**src/hw/rtl/hscm_pkg.sv**
```systemverilog
// ----------------------------------------------------------------------------
// hscm_pkg - shared types and constants for the hex spiral coordinate map
// Word layouts for both channels, the command codes, datapath widths and the
// reciprocal used to divide the square root, less three, by six.
// ----------------------------------------------------------------------------
package hscm_pkg;

  localparam int CELL_W   = 30;  // spiral cell number
  localparam int COORD_W  = 16;  // axial coordinate, signed
  localparam int RING_W   = 17;  // ring of any 16-bit coordinate pair
  localparam int KI_W     = 15;  // ring inside the legal range
  localparam int KF_W     = 15;  // ring of any 30-bit cell number
  localparam int RAD_W    = 34;  // 12 * n - 3
  localparam int ROOT_W   = 17;  // floor square root of the radicand
  localparam int ISQ_W    = RAD_W + 1;
  localparam int ISQ_STEPS = ROOT_W;
  localparam int SIDE_W   = 20;  // signed offsets along a ring
  localparam int PROD_W   = 30;  // k * (k - 1) for the inverse path
  localparam int FPROD_W  = 2 * KF_W + 1;
  localparam int HI_W     = 33;

  localparam int MAX_RING_DEF = 16384;

  // floor(t / 6) == (t * RECIP_6) >> RECIP_SH for t < 2**17
  localparam int RECIP_6  = 43691;
  localparam int RECIP_SH = 18;
  localparam int QUOT_W   = ROOT_W + 16;

  typedef enum logic {
    CMD_TO_COORD  = 1'b0,
    CMD_TO_NUMBER = 1'b1
  } cmd_t;

  typedef struct packed {
    cmd_t                      command;
    logic [CELL_W-1:0]         cell_number;
    logic signed [COORD_W-1:0] coord_x;
    logic signed [COORD_W-1:0] coord_y;
  } hscm_in_t;

  typedef struct packed {
    logic signed [COORD_W-1:0] out_x;
    logic signed [COORD_W-1:0] out_y;
    logic [CELL_W-1:0]         out_number;
    logic                      range_error;
  } hscm_out_t;

  // what rides alongside the square root
  typedef struct packed {
    cmd_t              cmd;
    logic [CELL_W-1:0] n;
    logic [CELL_W-1:0] num;
    logic              err;
  } hscm_tag_t;

endpackage

```
**src/hw/rtl/hscm_isqrt.sv**
```systemverilog
// ----------------------------------------------------------------------------
// hscm_isqrt - pipelined integer square root
// One restoring step per stage, one root bit per stage, with a tag word
// carried in step. Each stage holds only while its successor is full.
// ----------------------------------------------------------------------------
module hscm_isqrt import hscm_pkg::*; (
  input  logic              clk,
  input  logic              rst,
  input  logic              in_valid,
  output logic              in_ready,
  input  logic [RAD_W-1:0]  in_rad,
  input  hscm_tag_t         in_tag,
  output logic              out_valid,
  input  logic              out_ready,
  output logic [ROOT_W-1:0] out_root,
  output hscm_tag_t         out_tag
);

  logic             v   [ISQ_STEPS];
  logic [ISQ_W-1:0] rem [ISQ_STEPS];
  logic [ISQ_W-1:0] res [ISQ_STEPS];
  hscm_tag_t        tag [ISQ_STEPS];
  logic [ISQ_STEPS-1:0] en;

  // stage advances when empty or when the one after it advances
  always_comb begin
    en[ISQ_STEPS-1] = !v[ISQ_STEPS-1] || out_ready;
    for (int i = ISQ_STEPS - 2; i >= 0; i--) begin
      en[i] = !v[i] || en[i+1];
    end
  end

  for (genvar g = 0; g < ISQ_STEPS; g++) begin : g_stage
    localparam logic [ISQ_W-1:0] BITV = ISQ_W'(1) << (2 * (ISQ_STEPS - 1 - g));
    logic             v_in;
    logic [ISQ_W-1:0] rem_in;
    logic [ISQ_W-1:0] res_in;
    hscm_tag_t        tag_in;
    logic             take;

    if (g == 0) begin : g_first
      assign v_in   = in_valid;
      assign rem_in = ISQ_W'(in_rad);
      assign res_in = '0;
      assign tag_in = in_tag;
    end else begin : g_next
      assign v_in   = v[g-1];
      assign rem_in = rem[g-1];
      assign res_in = res[g-1];
      assign tag_in = tag[g-1];
    end

    assign take = rem_in >= (res_in + BITV);

    always_ff @(posedge clk) begin
      if (rst) begin
        v[g] <= 1'b0;
      end else if (en[g]) begin
        v[g] <= v_in;
      end
      if (en[g]) begin
        rem[g] <= take ? (rem_in - (res_in + BITV)) : rem_in;
        res[g] <= take ? ((res_in >> 1) + BITV) : (res_in >> 1);
        tag[g] <= tag_in;
      end
    end
  end

  assign in_ready  = en[0];
  assign out_valid = v[ISQ_STEPS-1];
  assign out_root  = res[ISQ_STEPS-1][ROOT_W-1:0];
  assign out_tag   = tag[ISQ_STEPS-1];

endmodule

```
**src/hw/rtl/hex_spiral_coordinate_map.sv**
```systemverilog
// ----------------------------------------------------------------------------
// hex_spiral_coordinate_map - hexagonal spiral number <-> axial coordinates
// Converts a cell number of the hex spiral to (x, y), or (x, y) back to the
// cell number, selected per word by the command field.
// ----------------------------------------------------------------------------
// Fully pipelined: one word is taken every clock while item_ready is high,
// and it passes 3 front stages, a 17-stage square root that produces one
// root bit per stage and 4 back stages ending in the output register. The
// square root is the longest part. Every stage keeps its own valid bit
// and moves whenever it is empty or its successor moves, so a stalled result
// only freezes the stages behind it that are full; bubbles keep filling and
// item_ready stays high until the whole pipe is backed up.
// Forward words (cell -> coordinates): the ring comes from
// floor(sqrt(12n-3)), minus 3, divided by 6 through a reciprocal multiply,
// then bumped by one when n lies past the ring's last cell. Cell number 0
// is treated as cell 1. Inverse words (coordinates -> cell): the ring comes
// from the signs and magnitudes of x and y; a ring beyond MAX_RING sets
// range_error and returns number 0. Unused result fields read as zero.
// ----------------------------------------------------------------------------
module hex_spiral_coordinate_map import hscm_pkg::*; #(
  parameter int MAX_RING = MAX_RING_DEF
) (
  input  logic      clk,
  input  logic      rst,
  input  logic      item_valid,
  output logic      item_ready,
  input  hscm_in_t  item,
  output logic      result_valid,
  input  logic      result_ready,
  output hscm_out_t result
);

  localparam logic [RING_W-1:0] MAX_K = RING_W'(MAX_RING);

  // -------------------------------------------------------------------------
  // stage enables, back to front
  // -------------------------------------------------------------------------
  logic a_v, b_v, c_v, d_v, e_v, f_v, g_v;
  logic en_a, en_b, en_c, en_d, en_e, en_f, en_g;
  logic isq_in_ready, isq_out_valid;

  assign en_g = !g_v || result_ready;
  assign en_f = !f_v || en_g;
  assign en_e = !e_v || en_f;
  assign en_d = !d_v || en_e;
  assign en_c = !c_v || isq_in_ready;
  assign en_b = !b_v || en_c;
  assign en_a = !a_v || en_b;
  assign item_ready = en_a;

  // -------------------------------------------------------------------------
  // stage A: radicand for forward, ring for inverse
  // -------------------------------------------------------------------------
  logic [CELL_W-1:0] n_in;
  logic signed [SIDE_W-1:0] xi, yi;
  logic [RING_W-1:0] k_in;

  assign n_in = (item.cell_number == '0) ? CELL_W'(1) : item.cell_number;
  assign xi   = SIDE_W'(item.coord_x);
  assign yi   = SIDE_W'(item.coord_y);

  always_comb begin
    logic signed [SIDE_W-1:0] kr;
    if (!xi[SIDE_W-1] && !yi[SIDE_W-1]) begin
      kr = xi + yi;
    end else if (xi[SIDE_W-1] && yi[SIDE_W-1]) begin
      kr = -xi - yi;
    end else if (!xi[SIDE_W-1]) begin
      kr = (-yi < xi) ? xi : -yi;
    end else begin
      kr = (-xi < yi) ? yi : -xi;
    end
    k_in = kr[RING_W-1:0];
  end

  cmd_t                     a_cmd;
  logic [CELL_W-1:0]        a_n;
  logic [RAD_W-1:0]         a_rad;
  logic signed [SIDE_W-1:0] a_x, a_y;
  logic [RING_W-1:0]        a_k;

  always_ff @(posedge clk) begin
    if (rst) begin
      a_v <= 1'b0;
    end else if (en_a) begin
      a_v <= item_valid;
    end
    if (en_a) begin
      a_cmd <= item.command;
      a_n   <= n_in;
      a_rad <= (RAD_W'(n_in) << 3) + (RAD_W'(n_in) << 2) - RAD_W'(3);
      a_x   <= xi;
      a_y   <= yi;
      a_k   <= k_in;
    end
  end

  // -------------------------------------------------------------------------
  // stage B: inverse k*(k-1) and the offset from the ring base
  // -------------------------------------------------------------------------
  logic signed [SIDE_W-1:0] kk, delta;
  logic [KI_W-1:0]          a_k15;

  assign a_k15 = a_k[KI_W-1:0];
  assign kk    = SIDE_W'({1'b0, a_k15});

  always_comb begin
    if (!a_x[SIDE_W-1]) begin
      if (!a_y[SIDE_W-1]) begin
        delta = (a_y != '0) ? (a_y - 20'sd1) : (kk * 20'sd6 - 20'sd1);
      end else begin
        delta = (kk == a_x) ? (kk * 20'sd6 - 20'sd1 + a_y)
                            : (kk * 20'sd4 - 20'sd1 + a_x);
      end
    end else begin
      if (!a_y[SIDE_W-1]) begin
        delta = (kk == a_y) ? (kk - 20'sd1 - a_x) : (kk * 20'sd3 - 20'sd1 - a_y);
      end else begin
        delta = kk * 20'sd4 - 20'sd1 + a_x;
      end
    end
  end

  cmd_t                     b_cmd;
  logic [CELL_W-1:0]        b_n;
  logic [RAD_W-1:0]         b_rad;
  logic [PROD_W-1:0]        b_prod;
  logic signed [SIDE_W-1:0] b_delta;
  logic                     b_err;

  always_ff @(posedge clk) begin
    if (rst) begin
      b_v <= 1'b0;
    end else if (en_b) begin
      b_v <= a_v;
    end
    if (en_b) begin
      b_cmd   <= a_cmd;
      b_n     <= a_n;
      b_rad   <= a_rad;
      b_prod  <= PROD_W'(a_k15) * (PROD_W'(a_k15) - PROD_W'(1));
      b_delta <= delta;
      b_err   <= a_k > MAX_K;
    end
  end

  // -------------------------------------------------------------------------
  // stage C: inverse number = 3k(k-1) + 2 + delta
  // -------------------------------------------------------------------------
  logic [31:0] num_sum;

  assign num_sum = 32'(b_prod) + (32'(b_prod) << 1) + 32'd2 + 32'(b_delta);

  hscm_tag_t        c_tag;
  logic [RAD_W-1:0] c_rad;

  always_ff @(posedge clk) begin
    if (rst) begin
      c_v <= 1'b0;
    end else if (en_c) begin
      c_v <= b_v;
    end
    if (en_c) begin
      c_tag.cmd <= b_cmd;
      c_tag.n   <= b_n;
      c_tag.num <= b_err ? '0 : num_sum[CELL_W-1:0];
      c_tag.err <= b_err;
      c_rad     <= b_rad;
    end
  end

  // -------------------------------------------------------------------------
  // square root of 12n - 3
  // -------------------------------------------------------------------------
  logic [ROOT_W-1:0] isq_root;
  hscm_tag_t         isq_tag;

  hscm_isqrt u_isqrt (
    .clk       (clk),
    .rst       (rst),
    .in_valid  (c_v),
    .in_ready  (isq_in_ready),
    .in_rad    (c_rad),
    .in_tag    (c_tag),
    .out_valid (isq_out_valid),
    .out_ready (en_d),
    .out_root  (isq_root),
    .out_tag   (isq_tag)
  );

  // -------------------------------------------------------------------------
  // stage D: (s - 3) times the reciprocal of 6
  // -------------------------------------------------------------------------
  logic [ROOT_W-1:0] s_m3;
  logic [QUOT_W-1:0] d_q;
  hscm_tag_t         d_tag;

  assign s_m3 = (isq_root >= ROOT_W'(3)) ? (isq_root - ROOT_W'(3)) : '0;

  always_ff @(posedge clk) begin
    if (rst) begin
      d_v <= 1'b0;
    end else if (en_d) begin
      d_v <= isq_out_valid;
    end
    if (en_d) begin
      d_q   <= QUOT_W'(s_m3) * QUOT_W'(RECIP_6);
      d_tag <= isq_tag;
    end
  end

  // -------------------------------------------------------------------------
  // stage E: first ring guess k0 and k0*(k0+1)
  // -------------------------------------------------------------------------
  logic [KF_W-1:0]    k0;
  logic [KF_W:0]      k0p1;
  logic [KF_W-1:0]    e_k0;
  logic [FPROD_W-1:0] e_m;
  hscm_tag_t          e_tag;

  assign k0   = d_q[RECIP_SH +: KF_W];
  assign k0p1 = {1'b0, k0} + (KF_W+1)'(1);

  always_ff @(posedge clk) begin
    if (rst) begin
      e_v <= 1'b0;
    end else if (en_e) begin
      e_v <= d_v;
    end
    if (en_e) begin
      e_k0  <= k0;
      e_m   <= FPROD_W'(k0) * FPROD_W'(k0p1);
      e_tag <= d_tag;
    end
  end

  // -------------------------------------------------------------------------
  // stage F: guess may be one ring short; offset from the ring base
  // -------------------------------------------------------------------------
  logic [HI_W-1:0] hi1, base;
  logic            bump;
  logic [HI_W-1:0] off_full;

  assign hi1      = HI_W'(e_m) + (HI_W'(e_m) << 1) + HI_W'(2);
  assign bump     = HI_W'(e_tag.n) >= hi1;
  assign base     = bump ? hi1 : (hi1 - HI_W'(e_k0) * HI_W'(6));
  assign off_full = HI_W'(e_tag.n) - base;

  logic [KF_W-1:0]          f_k;
  logic signed [SIDE_W-1:0] f_off;
  hscm_tag_t                f_tag;

  always_ff @(posedge clk) begin
    if (rst) begin
      f_v <= 1'b0;
    end else if (en_f) begin
      f_v <= e_v;
    end
    if (en_f) begin
      f_k   <= bump ? (e_k0 + KF_W'(1)) : e_k0;
      f_off <= off_full[SIDE_W-1:0];
      f_tag <= e_tag;
    end
  end

  // -------------------------------------------------------------------------
  // stage G: pick the side of the ring, output register
  // -------------------------------------------------------------------------
  logic signed [SIDE_W-1:0] kf, fx, fy;

  assign kf = SIDE_W'({1'b0, f_k});

  always_comb begin
    if (f_off < kf) begin
      fx = kf - 20'sd1 - f_off;
      fy = f_off + 20'sd1;
    end else if (f_off < kf * 20'sd2) begin
      fx = kf - 20'sd1 - f_off;
      fy = kf;
    end else if (f_off < kf * 20'sd3) begin
      fx = -kf;
      fy = kf * 20'sd3 - 20'sd1 - f_off;
    end else if (f_off < kf * 20'sd4) begin
      fx = f_off - kf * 20'sd4 + 20'sd1;
      fy = kf * 20'sd3 - 20'sd1 - f_off;
    end else if (f_off < kf * 20'sd5) begin
      fx = f_off - kf * 20'sd4 + 20'sd1;
      fy = -kf;
    end else begin
      fx = kf;
      fy = f_off - kf * 20'sd6 + 20'sd1;
    end
  end

  always_ff @(posedge clk) begin
    if (rst) begin
      g_v <= 1'b0;
    end else if (en_g) begin
      g_v <= f_v;
    end
    if (en_g) begin
      if (f_tag.cmd == CMD_TO_COORD) begin
        result.out_x       <= fx[COORD_W-1:0];
        result.out_y       <= fy[COORD_W-1:0];
        result.out_number  <= '0;
        result.range_error <= 1'b0;
      end else begin
        result.out_x       <= '0;
        result.out_y       <= '0;
        result.out_number  <= f_tag.num;
        result.range_error <= f_tag.err;
      end
    end
  end

  assign result_valid = g_v;

endmodule
```
**config.mk**
```make
export PLATFORM = sky130hd
export DESIGN_NAME = hex_spiral_coordinate_map
export DESIGN_NICKNAME = d
export VERILOG_FILES = /design/src/hw/rtl/hscm_pkg.sv /design/src/hw/rtl/hscm_isqrt.sv /design/src/hw/rtl/hex_spiral_coordinate_map.sv
export SDC_FILE = /design/constraint.sdc
export NUM_CORES = 2
export LEC_CHECK = 0
export BUFFER_PORTS_ARGS = -buffer_cell sky130_fd_sc_hd__buf_4
export CORE_MARGIN = 2
export CORE_UTILIZATION = 50
export CTS_CLUSTER_SIZE = 24
export DETAILED_ROUTE_END_ITERATION = 10
export PLACE_DENSITY_LB_ADDON = 0.15
export SYNTH_ARGS = -nofsm -noshare
export SYNTH_HDL_FRONTEND = slang
export SYNTH_SLANG_ARGS = --single-unit
```
**constraint.sdc**
```tcl
create_clock -name clk -period 18.14 [get_ports clk]
set_input_delay 1.814 -clock clk [delete_from_list [all_inputs] [get_ports clk]]
set_output_delay 1.814 -clock clk [all_outputs]
set_load 0.005 [all_outputs]
```
After elaboration in Yosys (flattened, before gate mapping)
Memories as Yosys holds them, arrays and structs flattened. A register that Yosys moved wholly into a read port is not among the register bits.
Cells that the tools add are included.
{"block": "op_classes", "n_addsub": 85, "n_mul": 9, "n_lt_le_gt_ge": 27, "eq_ne": 2, "muxes": 146, "bitwise": 17, "reduce_logical": 54}
{"op": "$mux W35", "n": 33}
{"op": "$ge A35 B35 Y1", "n": 16}
{"op": "$sub A35 B35 Y35", "n": 16}
{"op": "$mux W16", "n": 10}
{"op": "$mux W20", "n": 7}
{"op": "$mux W17", "n": 6}
{"op": "$mux W1", "n": 87}
{"op": "$mul A15 B2 Y17 const B", "n": 4}
{"op": "$sub A16 B16 Y16", "n": 4}
{"op": "$add A30 B30 Y30", "n": 2}
{"op": "$lt A20 B16 Y1", "n": 3}
{"op": "$add A16 B2 Y16 const B", "n": 3}
{"op": "$sub A15 B1 Y16 const B", "n": 3}
{"op": "$lt A20 B18 Y1", "n": 2}
{"op": "$neg A16 Y20", "n": 2}
{"op": "$sub A17 B1 Y18 const B", "n": 2}
{"op": "$add A34 B1 Y35 const B", "n": 1}
{"op": "$add A34 B11 Y35 const B", "n": 1}
{"op": "$add A34 B13 Y35 const B", "n": 1}
{"op": "$add A34 B15 Y35 const B", "n": 1}
{"op": "$add A34 B17 Y35 const B", "n": 1}
{"op": "$add A34 B19 Y35 const B", "n": 1}
{"op": "$add A34 B21 Y35 const B", "n": 1}
{"op": "$add A34 B23 Y35 const B", "n": 1}
{"op": "other kinds (66)", "n": 132}
{"block": "totals", "regBits": 604, "mem_bits_rw": 2261, "in_bits": 67, "out_inout_bits": 65, "wordCells": 384, "n_memories": 4}
{"name": "u_isqrt.tag", "depth": 17, "word_bits": 62, "rd": 17, "rd_ports_with_merged_regs": 1, "write_ports": 17, "line": "hscm_isqrt.sv:22", "source": "hscm_tag_t tag [ISQ_STEPS];"}
{"name": "u_isqrt.rem", "depth": 17, "word_bits": 35, "rd": 16, "rd_ports_with_merged_regs": 0, "write_ports": 17, "line": "hscm_isqrt.sv:20", "source": "logic [ISQ_W-1:0] rem [ISQ_STEPS];"}
{"name": "u_isqrt.res", "depth": 17, "word_bits": 35, "rd": 17, "rd_ports_with_merged_regs": 0, "write_ports": 17, "line": "hscm_isqrt.sv:21", "source": "logic [ISQ_W-1:0] res [ISQ_STEPS];"}
{"name": "u_isqrt.v", "depth": 17, "word_bits": 1, "rd": 17, "rd_ports_with_merged_regs": 0, "write_ports": 17, "line": "hscm_isqrt.sv:19", "source": "logic v [ISQ_STEPS];"}

Longest topological paths before layout
{"block": "depth", "depth_word": 26, "ltp_mapped": 37, "mapped_depth_nobuf": 35}

By module
From an unflattened synthesis, not the netlist that was laid out.
{"block": "unflattened", "hier_cells": 10479, "area_unflattened_um2": 132838.7}
{"mod": "hex_spiral_coordinate_map", "instances": 1, "cells_each": 6710, "area_per_inst_um2": 66508.8, "seq_area_each_um2": 19148.4}
{"mod": "hscm_isqrt", "instances": 1, "cells_each": 3769, "area_per_inst_um2": 66329.9, "seq_area_each_um2": 53571.4}

Least setup slack after synthesis
Ideal clock, no wire load.
{"block": "synth_timing", "path_kind": "input-to-output", "start": "input result_ready", "end": "output item_ready", "t_arrival_ns": 11.590, "required_ns": 16.326, "slack_ns": 4.736, "stages": 11, "path_buffers": 0, "path_cell_list": "nor2b_1 inv_1 nor2_1 and2_1 and3_1 inv_1 nor2_1 inv_1 nor3_1 and3_1 nand3_1"}
{"block": "synth_via", "elab_chain_len": 24}
{"element": "start: declaration", "line": "hex_spiral_coordinate_map.sv:29", "source": "input logic result_ready,"}
{"element": "$logic_or A1 B1 Y1", "line": "hex_spiral_coordinate_map.sv:42", "source": "assign en_g = !g_v || result_ready;"}
{"element": "net en_g", "line": "hex_spiral_coordinate_map.sv:39", "source": "logic en_a, en_b, en_c, en_d, en_e, en_f, en_g;"}
{"element": "$logic_or A1 B1 Y1", "line": "hex_spiral_coordinate_map.sv:43", "source": "assign en_f = !f_v || en_g;"}
{"element": "$logic_or A1 B1 Y1", "line": "hex_spiral_coordinate_map.sv:44", "source": "assign en_e = !e_v || en_f;"}
{"element": "$logic_or A1 B1 Y1", "line": "hex_spiral_coordinate_map.sv:45", "source": "assign en_d = !d_v || en_e;"}
{"element": "$logic_or A1 B1 Y1", "line": "hscm_isqrt.sv:27", "source": "en[ISQ_STEPS-1] = !v[ISQ_STEPS-1] || out_ready;"}
{"element": "$logic_or A1 B1 Y1 (5 in series)", "line": "hscm_isqrt.sv:29", "source": "en[i] = !v[i] || en[i+1];"}
{"element": "net u_isqrt.en[11]", "line": "hscm_isqrt.sv:23", "source": "logic [ISQ_STEPS-1:0] en;"}
{"element": "$logic_or A1 B1 Y1 (5 in series)", "line": "hscm_isqrt.sv:29"}
{"element": "net u_isqrt.en[6]", "line": "hscm_isqrt.sv:23"}
{"element": "$logic_or A1 B1 Y1 (6 in series)", "line": "hscm_isqrt.sv:29"}
{"element": "$logic_or A1 B1 Y1", "line": "hex_spiral_coordinate_map.sv:46", "source": "assign en_c = !c_v || isq_in_ready;"}
{"element": "$logic_or A1 B1 Y1", "line": "hex_spiral_coordinate_map.sv:47", "source": "assign en_b = !b_v || en_c;"}
{"element": "$logic_or A1 B1 Y1", "line": "hex_spiral_coordinate_map.sv:48", "source": "assign en_a = !a_v || en_b;"}
{"element": "end: declaration", "line": "hex_spiral_coordinate_map.sv:26", "source": "output logic item_ready,"}
The timed path passes the listed nets, and every way through them passes these cells.

Worst setup path in the final report
{"block": "layout_timing", "start": "register a_k[0]", "end": "register b_prod[28], data pin"}
{"block": "layout_via", "elab_chain_len": 2}
{"element": "start: declaration", "line": "hex_spiral_coordinate_map.sv:80", "source": "logic [RING_W-1:0] a_k;"}
{"element": "start signal: assignment", "line": "hex_spiral_coordinate_map.sv:94", "source": "a_k <= k_in;"}
{"element": "$sub A15 B1 Y16", "line": "hex_spiral_coordinate_map.sv:141", "source": "b_prod <= PROD_W'(a_k15) * (PROD_W'(a_k15) - PROD_W'(1));"}
{"element": "$mul A16 B16 Y30 (*)", "line": "hex_spiral_coordinate_map.sv:141"}
{"element": "end signal: assignment", "line": "hex_spiral_coordinate_map.sv:141"}
{"element": "end: declaration", "line": "hex_spiral_coordinate_map.sv:127", "source": "logic [PROD_W-1:0] b_prod;"}
Mark *: on every way between the ends. The rest lies on a longest branch, timed or not.
A chain may end at the register's enable or synchronous reset.

==> flow_metrics.env <==
export IMPL_setup_viol=0
export IMPL_synth_top_cell_area_share_pct=55.2
export IMPL_start_util_pct=50.2
export IMPL_wl_per_cell_um=20.7
export IMPL_grt_setup_unrepaired="false"
export IMPL_final_layout_size_suffix_gt1_share_pct=6.81
export IMPL_dpl_hpwl_um=222000
export IMPL_grt_start_max_net_pins=78
export IMPL_maxSlewViolCount=0
export IMPL_io_pins=132
export IMPL_grt_met1_usage_pct=31.6
export IMPL_cts_hold_buf=0
export IMPL_fin_nets=12100
export IMPL_synthTopCellsByArea="edfxtp_1, ha_1, fa_1"
export IMPL_yosysSeqAreaShare_pct=55.3
export IMPL_routabilityCongestion=0.908
export IMPL_synthFlopType="edfxtp_1"
export IMPL_core_um2=259000
export IMPL_cp_slowest_cell="fa_1"
export IMPL_cts_tree="done"
export IMPL_synth_mux_area_fraction_pct=0.671
export IMPL_clk_pin_slew_ps=70
export IMPL_synthAdderAreaFrac_pct=18.6
export IMPL_synth_top_family_by_area="adder cells"
export IMPL_cts_buffers=239
export IMPL_hold_depth=0
export IMPL_gr_total_overflow=0
export IMPL_vias_per_cell=5.41
export IMPL_hold_path_end="u_isqrt.tag[5][2]$_DFFE_PP_"
export IMPL_dieHeight_um=514
export IMPL_yosysWarnings=0
export IMPL_vias=75900
export IMPL_ctsResizeCount=0
export IMPL_worst_pin_slew_ps=1170
export IMPL_synthToLayoutAreaGrowth_pct=10.3
export IMPL_cpPeakStageDelay_ps=580
export IMPL_max_freq_ghz=0.100
export IMPL_grt_util_all_layers_pct=22.3
export IMPL_yosys_register_bits=2392
export IMPL_crit_required_ps=18830
export IMPL_synth_simple_area_share_pct=8.50
export IMPL_synth_top_area_cell="edfxtp_1"
export IMPL_synth_edf_count=2385
export IMPL_dieArea_um2=264000
export IMPL_worstSkewPairLatency_ps=930
export IMPL_setup_tns_ps=0
export IMPL_wl_um=291000
export IMPL_final_hold_violation_count=0
export IMPL_clkSinkCount=2392
export IMPL_drtIter0Drc=5319
export IMPL_synthesis_nets=11800
export IMPL_reg2reg_depth=31
export IMPL_postRouteAntennaNets=0
export IMPL_fin_skew_ps=129
export IMPL_avgSynthCellArea_um2=12.8
export IMPL_synth_distinct_cells=97
export IMPL_post_cts_buffers=0
export IMPL_grt_pass1_vias=77000
export IMPL_r2r_end="b_prod[28]$_DFFE_PP_"
export IMPL_n_fill_cell=21200
export IMPL_crit_arrival_ps=10660
export IMPL_cp_start_kind="flip-flop"
export IMPL_cpMostUsedCell="fa_1"
export IMPL_met3_usage_pct=2.63
export IMPL_fin_crit_sh_pct=55.0
export IMPL_critPathCaptureType="flip-flop"
export IMPL_drc=0
export IMPL_maxSlewHeadroom_pct=21.5
export IMPL_r2r_start="a_k[0]$_DFFE_PP_"
export IMPL_io_buffers=131
export IMPL_holdCritStartpoint="u_isqrt.tag[4][2]$_DFFE_PP_"
export IMPL_synth_compound_area_share_pct=8.09
export IMPL_cp_max_fo=24
export IMPL_drt_first_pass_iters=6
export IMPL_status="finished clean"
export IMPL_fin_crit_ps=9970
export IMPL_crit_type="reg -> reg"
export IMPL_synth_xor_area_share_pct=4.67
export IMPL_drv_cap=0
export IMPL_grt_met2_usage_pct=36.3
export IMPL_r2r_setup_slack_ps=8170
export IMPL_die_w_um=514
export IMPL_ctsHtreeMaxLevel=4
export IMPL_grt_pass1_wl_um=452000
export IMPL_root_buffer="clkbuf_16"
export IMPL_synth_area_um2=130000
export IMPL_cts_path_max_buffers=3
export IMPL_busiest_layer="met2"
export IMPL_hp_class="reg -> reg"
export IMPL_grt_antenna_before_repair=10
export IMPL_ys_async_sr_fraction_pct=0
export IMPL_synth_cells=10100
export IMPL_fp_row_count=187
cells by family (layout without fill, tap and decap cells):
logic type | count (synthesis) | in the layout
xor gates and xnor gates | 691 | 691
muxes | 83 | 83
and+or+nand+nor | 2263 | 2263
buffers and inverters | 1450 | 1919
DFF | 2392 | 2392
adders and majority gates | 1630 | 1630
other | 1 | 5
AOI/OAI and AO/OA | 1638 | 1638
synth_stat cells (10+ instances only):
master / n
a221o_1: 10
o41ai_1: 14
and3_1: 65
clkbuf_1: 182
fa_1: 496
o22ai_1: 10
o21a_1: 107
o31ai_1: 33
nor2b_1: 127
or3_1: 81
nand2b_1: 223
o2111ai_1: 15
edfxtp_1: 2385
nand4_1: 37
a2111oi_0: 15
inv_1: 1244
or2_2: 44
o21bai_1: 64
a31oi_1: 52
a211o_1: 14
a211oi_1: 86
ha_1: 1134
a31o_2: 17
a21oi_1: 505
o21ai_0: 326
a22oi_1: 10
mux2_2: 32
clkinv_1: 11
a32oi_1: 12
nor2_1: 660
xor2_1: 211
nor4_1: 54
nor3_1: 186
nand2_1: 502
and2_1: 61
a21boi_0: 37
xnor2_1: 479
nand3b_1: 12
nand3_1: 139
o211ai_1: 52
nor3b_1: 15
a21o_1: 162
mux2i_1: 51
or4_1: 13
worst max-delay path by stage:
stage / from / end / slack [ps] / cells after the start
floorplan: result_ready / item_ready / 4740 / 11
global placement: a_k[0]$_DFFE_PP_ / b_prod[28]$_DFFE_PP_ / 8370 / 32
detailed placement: a_k[0]$_DFFE_PP_ / b_prod[28]$_DFFE_PP_ / 8220 / 31
CTS: a_k[0]$_DFFE_PP_ / b_prod[28]$_DFFE_PP_ / 8310 / 32
global route: a_k[0]$_DFFE_PP_ / b_prod[28]$_DFFE_PP_ / 7760 / 32
finish: a_k[0]$_DFFE_PP_ / b_prod[28]$_DFFE_PP_ / 8170 / 31
registers in the layout, indices dropped and copies added, names as in the netlist, 29 cells and up:
signal	count
a_n	30
a_rad	32
b_n	30
b_prod	29
b_rad	32
c_rad	32
c_tag	62
d_tag	62
e_m	30
e_tag	62
f_tag	32
result	63
u_isqrt.rem	528
u_isqrt.res	153
u_isqrt.tag	1054
worst max-delay path: cells and delay by family, from the launching register on:
| family | cells | cell delay [ps] |
|---|---|---|
| xor gates and xnor gates | 1 | 140 |
| and+or+nand+nor | 3 | 450 |
| DFF | 1 | 320 |
| adders and majority gates | 9 | 4300 |
| AOI/OAI and AO/OA | 13 | 3000 |
| buffers and inverters | 5 | 1630 |
stage by stage:
step | hold slack [ps] | area, µm² | util [%] | worst slack, ps | cells
after floorplan | 400 | 130000 | - | 4740 | 10100
after global placement | 400 | 135000 | 52.2 | 8370 | 13600
after detailed placement | 405 | 135000 | 52.2 | 8220 | 13600
after CTS | 307 | 143000 | 55.3 | 8310 | 14000
after global routing | 303 | 143000 | 55.3 | 7760 | 14000
final | 312 | 143000 | 55.3 | 8170 | 14000
layer usage:
metal  wire length [µm]  share of wire (%)
met1             134000                 46
met2             136000                 47
met3              12300                4.2
met4               7970                2.7
met5                  7             0.0024
final cells by class:
class	instances	area, µm²	share of cell area, %
flip-flops and latches	2392	71800	50.1
inverters	1256	4740	3.31
clock buffers	274	6120	4.28
diodes	4	10.0	0.00699
well taps	3402	4260	2.97
multi-input cells	6306	52700	36.8
clock inverters	172	1910	1.33
repair buffers	217	1630	1.14
cells in the final DEF, fill, tap and decap left out, types with 25 or more instances in the layout:
master,instances
clkinv_2,50
edfxtp_1,2385
nor2_1,660
xnor2_1,479
mux2i_1,51
bufinv_16,25
o31ai_1,32
mux2_2,32
buf_4,217
fa_1,496
a21o_1,162
nand2_1,492
inv_1,1232
nand3_1,137
o21bai_1,64
or2_2,44
nand2b_1,223
or3_1,81
clkbuf_16,239
o21a_1,107
o211ai_1,52
clkinv_1,57
xor2_1,211
nor4_1,52
and2_1,61
a211oi_1,86
nor2b_1,127
a21oi_1,505
a31oi_1,52
ha_1,1134
and3_1,65
nor3_1,186
o21ai_0,325
nand4_1,37
clkbuf_1,34
a21boi_0,37
Power is left out: the tool's default activity adds up to more than one toggle a clock period on the data nets, which glitch-free logic cannot reach.
